--- src/rtl/mac_address_dedup_filter_defines.svh ---
// ---------------------------------------------------------------------------
// Assertion macros for the duplicate address filter
// Shared property wrappers, clocked on clk and disabled during reset.
// ---------------------------------------------------------------------------
`ifndef MAC_ADDRESS_DEDUP_FILTER_DEFINES_SVH
`define MAC_ADDRESS_DEDUP_FILTER_DEFINES_SVH

// Consequent must hold in the same cycle as the antecedent.
`define MADF_ASSERT_NOW(label, ante, cons, msg) \
  label: assert property (@(posedge clk) disable iff (!rst_n) (ante) |-> (cons)) \
    else $error(msg);

// Consequent must hold in the cycle after the antecedent.
`define MADF_ASSERT_NEXT(label, ante, cons, msg) \
  label: assert property (@(posedge clk) disable iff (!rst_n) (ante) |=> (cons)) \
    else $error(msg);

`endif

--- src/rtl/madf_pkg.sv ---
// ---------------------------------------------------------------------------
// madf_pkg
// Sizes, controller states and the command and status bundles of the filter.
// ---------------------------------------------------------------------------
package madf_pkg;

  localparam int TABLE_ENTRIES = 256;
  localparam int IDX_W         = $clog2(TABLE_ENTRIES);
  localparam int CNT_W         = $clog2(TABLE_ENTRIES + 1);
  localparam int ADDR_W        = 48;
  localparam int CHAN_W        = 4;
  localparam int LEVEL_W       = 8;

  localparam logic [CNT_W-1:0] ENTRY_LIMIT = CNT_W'(TABLE_ENTRIES);

  localparam logic KIND_FRAME = 1'b0;
  localparam logic KIND_CLEAR = 1'b1;

  typedef enum logic [2:0] {
    ST_IDLE,
    ST_SCAN,
    ST_STORE_RX,
    ST_STORE_TX,
    ST_EMIT
  } madf_state_t;

  typedef struct packed {
    logic load;
    logic scan;
    logic store_rx;
    logic store_tx;
    logic clear;
    logic emit;
  } madf_cmd_t;

  typedef struct packed {
    logic hit;
    logic scan_done;
    logic out_free;
  } madf_status_t;

endpackage

--- src/rtl/madf_ctrl.sv ---
// ---------------------------------------------------------------------------
// madf_ctrl
// Sequencer for accept, table search, two stores and result hand-off.
// ---------------------------------------------------------------------------
module madf_ctrl
  import madf_pkg::*;
(
  input  logic         clk,
  input  logic         rst_n,
  input  logic         in_valid,
  output logic         in_stall,
  input  logic         in_kind,
  input  madf_status_t status,
  output madf_cmd_t    cmd
);

  madf_state_t state_r, state_nxt;

  always_ff @(posedge clk) begin
    if (!rst_n) begin
      state_r <= ST_IDLE;
    end else begin
      state_r <= state_nxt;
    end
  end

  always_comb begin
    state_nxt = state_r;
    cmd       = '0;
    in_stall  = 1'b1;
    unique case (state_r)
      ST_IDLE: begin
        in_stall = 1'b0;
        if (in_valid) begin
          if (in_kind == KIND_CLEAR) begin
            cmd.clear = 1'b1;
          end else begin
            cmd.load  = 1'b1;
            state_nxt = ST_SCAN;
          end
        end
      end
      ST_SCAN: begin
        // A hit on the entry read last cycle wins over the next read.
        priority if (status.hit) begin
          state_nxt = ST_IDLE;
        end else if (status.scan_done) begin
          state_nxt = ST_STORE_RX;
        end else begin
          cmd.scan = 1'b1;
        end
      end
      ST_STORE_RX: begin
        cmd.store_rx = 1'b1;
        state_nxt    = ST_STORE_TX;
      end
      ST_STORE_TX: begin
        cmd.store_tx = 1'b1;
        state_nxt    = ST_EMIT;
      end
      ST_EMIT: begin
        if (status.out_free) begin
          cmd.emit  = 1'b1;
          state_nxt = ST_IDLE;
        end
      end
      default: begin
        state_nxt = ST_IDLE;
      end
    endcase
  end

endmodule

--- config.mk ---
export PLATFORM = sky130hd
export DESIGN_NAME = madf_ctrl
export DESIGN_NICKNAME = d
export VERILOG_FILES = /design/src/rtl/mac_address_dedup_filter_defines.svh /design/src/rtl/madf_pkg.sv /design/src/rtl/madf_ctrl.sv
export SDC_FILE = /design/constraint.sdc
export NUM_CORES = 1
export LEC_CHECK = 0
export ABC_AREA = 1
export BUFFER_PORTS_ARGS = -buffer_cell sky130_fd_sc_hd__buf_2
export CAP_MARGIN = 20
export CELL_PAD_IN_SITES_DETAIL_PLACEMENT = 0
export CELL_PAD_IN_SITES_GLOBAL_PLACEMENT = 1
export CORE_AREA = 2 2 39 41
export CTS_BUF_LIST = sky130_fd_sc_hd__clkbuf_4 sky130_fd_sc_hd__clkbuf_8
export DETAILED_ROUTE_END_ITERATION = 8
export DIE_AREA = 0 0 41 43
export HOLD_SLACK_MARGIN = 0.03
export PLACE_DENSITY = 0.51
export RECOVER_POWER = 50
export SYNTH_ARGS = -nofsm -noshare
export SYNTH_HDL_FRONTEND = slang
export SYNTH_SLANG_ARGS = --single-unit
--- constraint.sdc ---
create_clock -name clk -period 1.1 [get_ports clk]
set_input_delay 0.055 -clock clk [delete_from_list [all_inputs] [get_ports clk]]
set_output_delay 0.055 -clock clk [all_outputs]
set_load 0.05 [all_outputs]
==> flow_summary.yaml, run 1 <==
outcome:
  status: "complete, but fails checks"
  violations: "negative setup slack"
finish:
  reg.largest.list: "state_r: 3 flops"
  final_cell_area_um2: 460
  diodes: 0
  nFillCells: 158
  final_layout_size_suffix_gt1_frac: 0.632
  final_nets: 65
  largest_reg_flops: 3
  synthToLayoutAreaGrowth_pct: 103
  top_register: "state_r"
routing:
  finalWirelength_um: 541
  route.detailed.drc: 0
  ant_nets: 0
  drt_iter0_markers: 4
  num_vias: 277
  dr.pass1.iters: 2
  wl_per_cell_um: 7.41
  avgViaCountPerCell: 3.79
clock_tree:
  cts_num_sinks: 3
  tritoncts: "done"
  clock_latency_ns: 0.23
  clk_pin_slew_ns: 0.04
  numCtsBuffers: 3
  root_buffer: "clkbuf_4"
  clock_path_buffers: 2
  h-tree-depth: 1
place:
  gp_congestion: 0.645
  dp_hpwl_um: 438
  post-place-ws_ns: -0.00136
  io_buffers: 13
  placed_area_um2: 354
synthesis:
  synth_top_area_frac: 0.265
  synth_top_area_cell: "dfxtp_1"
  yosys-top-cells-area: "dfxtp_1, inv_1, nand2_1"
  async_reset_ff_frac: 0
  synth_cells: 37
  syn_avg_cell_area_um2: 6.12
  synthFlopType: "dfxtp_1"
  synth_cell_types: 12
  synth_edf_count: 0
  seq_area_frac_synth: 0.265
  yosysWarnings: 0
  synth.most_common_cell: "inv_1"
  ys_ff_latch: 3
  synth_common_cells: "inv_1, nand2_1, nor2_1, dfxtp_1, nand3_1"
  synth.net_count: 44
  synth_area_um2: 226
power_and_ir_drop:
  leakagePower_nw: 0.238
  p_per_area_nw_per_um2: 1350
  finalPower_w: 0.000623
  vdd.ir_drop.worst_mv: 0.447
grt:
  grt.met3_usage: 0.0471
  grt_max_degree: 8
  grt-busiest-layer: "met1"
  grt_overflow_total: 0
  use_met1: 0.0990
  antenna_found_initial: 0
  grt_pass1_vias: 250
  grt_util_met2: 0.0906
  grt_pass1_wl_um: 876
  grt_usage: 0.0752
setup_path:
  critPathRequiredTime_ns: 1.04
  start_kind: "register"
  worstPathArrival_ns: 1.06
  endpoint_kind: "output port"
  path_class: "register to output port"
  worst_path_max_delay_cell: "dfxtp_4"
  crit_fanout: 6
  crit_chain: "nor4_4 -> buf_6"
  slowest_delay_ns: 0.37
  crit_buf_inv: 1
  crit_family: "flip-flops"
floorplanning:
  top_level_ports: 14
  die_h_um: 43
  die_x_um: 41
  start_util: 0.164
  fp.dieArea_um2: 1760
  coreArea_um2: 1380
  row_count: 14
sta:
  setup_ws_ns: -0.0199
  fin_hold_ws_ns: 0.0579
  setup_viol: 3
  worst_slew_pin_slew_ns: 0.200
  slew_headroom: 0.866
  rsz0062_at_grt: "true"
  slew_viol_final: 0
  skew_ns: 0.00621
  period_needed_ns: 1.12
  max_freq_ghz: 0.893
  fin_crit_sh: 1.02
  hold_viol: 0
  fin_setup_tns_ns: -0.0412
min_path:
  hp-class: "input port to register"
job:
  cap_viol_max_count: 0
tightest hold or removal path: stages:
cell     delay, ns
buf_2         0.10
nand2_1       0.07
nor2_2        0.03
cell type report:
cell class / instances / area, um^2 / area share
multi-input cells: 24 / 170 / 0.370
flip-flops and latches: 3 / 71.3 / 0.155
inverters: 9 / 33.8 / 0.0734
repair buffers: 17 / 135 / 0.293
clock buffers: 4 / 30.0 / 0.0652
well taps: 16 / 20.0 / 0.0435
where the power goes:
part           total, W  switching [W]  internal (W)  leakage, nW
Combinational  0.000260       0.000157      0.000103        0.193
Sequential     0.000145      0.0000253      0.000119       0.0267
Clock          0.000218      0.0000576      0.000161       0.0184
Total          0.000623       0.000240      0.000382        0.238
what timing repair did:
action                                  4_1_cts  5_1_grt
hold buffers                                  0        0
pin swaps                                     3        0
setup buffers                                 3        0
resized for setup                            20        2
endpoints found under the setup margin        7        9
kinds of logic after synthesis:
kind of cell           count (synthesis)  synth area share
AND/OR/NAND/NOR                       22             0.508
buffers and inverters                 10             0.182
flip-flops                             3             0.265
AO/OA/AOI/OAI                          2            0.0442
layer usage:
| layer | wire, um | vias to the layer above |
|---|---|---|
| met5 | 0 | - |
| met4 | 0 | 0 |
| met3 | 29 | 0 |
| met2 | 276 | 7 |
| met1 | 235 | 119 |
| li1 | - | 151 |
per-stage QoR:
step                       util  std cells
after floorplan               -         37
after global placement    0.256         66
after detailed placement  0.256         66
after CTS                 0.331         73
after global routing      0.333         73
final                     0.333         73
worst paths after layout:
path	slack (ns)	endpoint	start	cells after the start
worst max-delay path	-0.02	cmd[0]	state_r[1]$_SDFFE_PN0P_	2
worst min-delay path	0.06	state_r[0]$_SDFFE_PN0P_	rst_n	3
worst max register to register	0.04	state_r[0]$_SDFFE_PN0P_	state_r[1]$_SDFFE_PN0P_	7
worst min register to register	0.58	state_r[2]$_SDFFE_PN0P_	state_r[1]$_SDFFE_PN0P_	2
cell usage in the layout, fill, tap and decap left out:
cell type and count:
nand3_1 3, a21oi_1 1, nor2_2 2, nor3b_2 1, nor4_4 1, dfxtp_4 3, nand2_1 6, nand3_2 2
nor2_1 3, buf_6 6, buf_4 5, inv_1 7, nor2_4 3, clkbuf_4 4, o21ai_0 1, inv_2 2
buf_2 6, nand2_4 1
No activity file was read; power rests on OpenSTA's default activity.
==> inputs of run 2 (changes only) <==
--- a/config.mk
+++ b/config.mk
@@ -17,6 +17,7 @@
 export HOLD_SLACK_MARGIN = 0.03
 export PLACE_DENSITY = 0.51
 export RECOVER_POWER = 50
+export SKIP_LAST_GASP = 1
 export SYNTH_ARGS = -nofsm -noshare
 export SYNTH_HDL_FRONTEND = slang
 export SYNTH_SLANG_ARGS = --single-unit
==> run 2 against run 1 <==
  * Design area is the same
  * Global-route usage is the same
  * Clock skew did not move
  * Wire length is the same
  * Die area unchanged
  * Power unchanged
  * Sequential power about the same
  * The flow still finishes with violations (negative setup slack)
  * Critical endpoint unchanged
==> flow_summary.yaml, run 2 (synthesized netlist as in run 1, its figures left out) <==
floorplanning:
  top_level_ports: 14
  coreArea_um2: 1380
  start_util: 0.164
  die_h_um: 43
  row_count: 14
  die_x_um: 41
  fp.dieArea_um2: 1760
routing:
  ant_nets: 0
  avgViaCountPerCell: 3.79
  route.detailed.drc: 0
  top_layer: "met3"
  num_vias: 277
  dr.pass1.iters: 2
  dr_wl_met3_um: 29
  finalWirelength_um: 541
  drt_iter0_markers: 4
  wl_per_cell_um: 7.41
  wl_met2_um: 276
  wl_met1_um: 235
sta:
  skew_ns: 0.00621
  max_freq_ghz: 0.893
  period_needed_ns: 1.12
  setup_viol: 3
  slew_viol_final: 0
  fin_crit_sh: 1.02
  fin_hold_ws_ns: 0.0579
  slew_headroom: 0.866
  setup_ws_ns: -0.0199
  worst_slew_pin_slew_ns: 0.200
  hold_viol: 0
  rsz0062_at_grt: "true"
finish:
  final_cell_mix: "inv_1, nand2_1, buf_2, buf_6, buf_4"
  reg.largest.list: "state_r: 3 flops"
  diodes: 0
  synthToLayoutAreaGrowth_pct: 103
  nFillCells: 158
  top_register: "state_r"
  final_layout_size_suffix_gt1_frac: 0.632
  fin_util: 0.333
  largest_reg_flops: 3
  final_common_cell: "inv_1"
  final_nets: 65
clock_tree:
  clk_pin_slew_ns: 0.04
  root_buffer: "clkbuf_4"
  numCtsBuffers: 3
  h-tree-depth: 1
  clock_latency_ns: 0.23
  tritoncts: "done"
  clock_path_buffers: 2
  cts_num_sinks: 3
  hold_buffers: 0
min_path:
  hp-class: "input port to register"
place:
  io_buffers: 13
  post-place-ws_ns: -0.00136
  gp_congestion: 0.645
  dp_hpwl_um: 438
setup_path:
  worstPathArrival_ns: 1.06
  critPathRequiredTime_ns: 1.04
  endpoint_kind: "output port"
  crit_fanout: 6
  start_kind: "register"
  path_class: "register to output port"
power_and_ir_drop:
  p_per_area_nw_per_um2: 1350
  vdd.ir_drop.worst_mv: 0.447
  leakagePower_nw: 0.238
grt:
  grt_max_degree: 8
  antenna_found_initial: 0
  grt_pass1_wl_um: 876
  grt_overflow_total: 0
  grt_pass1_vias: 250
  grt_usage: 0.0752
outcome:
  status: "complete, but fails checks"
  violations: "negative setup slack"
job:
  cap_viol_max_count: 0
[run 2: cell counts in the layout (fill, tap and decap cells not counted)]
No cell type changed its count.
[run 2: power breakdown]
group	internal (W)	switching (W)	total (W)
combinational	0.000103	0.000157	0.000260
clock	0.000161	0.0000576	0.000218
sequential	0.000119	0.0000253	0.000145
[run 2: timing repair]
item | CTS | global route
hold endpoints to repair | 0 | 0
setup buffers | 3 | 0
gates resized for setup | 20 | 2
pin swaps | 3 | 0
endpoints found under the setup margin | 7 | 9
[run 2: layout make-up]
type | instances | area (um^2) | share of cell area
Timing Repair Buffer | 17 | 135 | 0.293
Multi-Input combinational cell | 24 | 170 | 0.370
Sequential cell | 3 | 71.3 | 0.155
Inverter | 9 | 33.8 | 0.0734
Tap cell | 16 | 20.0 | 0.0435
Clock buffer | 4 | 30.0 | 0.0652
[run 2: worst paths after layout]
check / from / to / slack (ns) / cells past startpoint
worst min register to register: state_r[1]$_SDFFE_PN0P_ / state_r[2]$_SDFFE_PN0P_ / 0.58 / 2
worst max-delay path: state_r[1]$_SDFFE_PN0P_ / cmd[0] / -0.02 / 2
worst max register to register: state_r[1]$_SDFFE_PN0P_ / state_r[0]$_SDFFE_PN0P_ / 0.04 / 7
worst min-delay path: rst_n / state_r[0]$_SDFFE_PN0P_ / 0.06 / 3
[run 2: through the flow]
stage	instance area (um^2)	power, W	cells	TNS, ns
after floorplan	269	0.000322	37	-0.0458
after global placement	354	0.000369	66	-0.00938
after detailed placement	354	0.000366	66	-0.00136
after CTS	458	0.000641	73	-0.103
after global routing	460	0.000676	73	-0.394
final	460	0.000623	73	-0.0412
[run 2: metal layers]
metal  vias to the layer above  global-route usage
met5                         -                   0
met4                         0              0.0400
met3                         0              0.0471
met2                         7              0.0906
met1                       119              0.0990
li1                        151                   -
[run 2: critical path, cell delays in order, from the launching register on]
cell and delay, ns:
dfxtp_4 0.37, nor4_4 0.27, buf_6 0.19
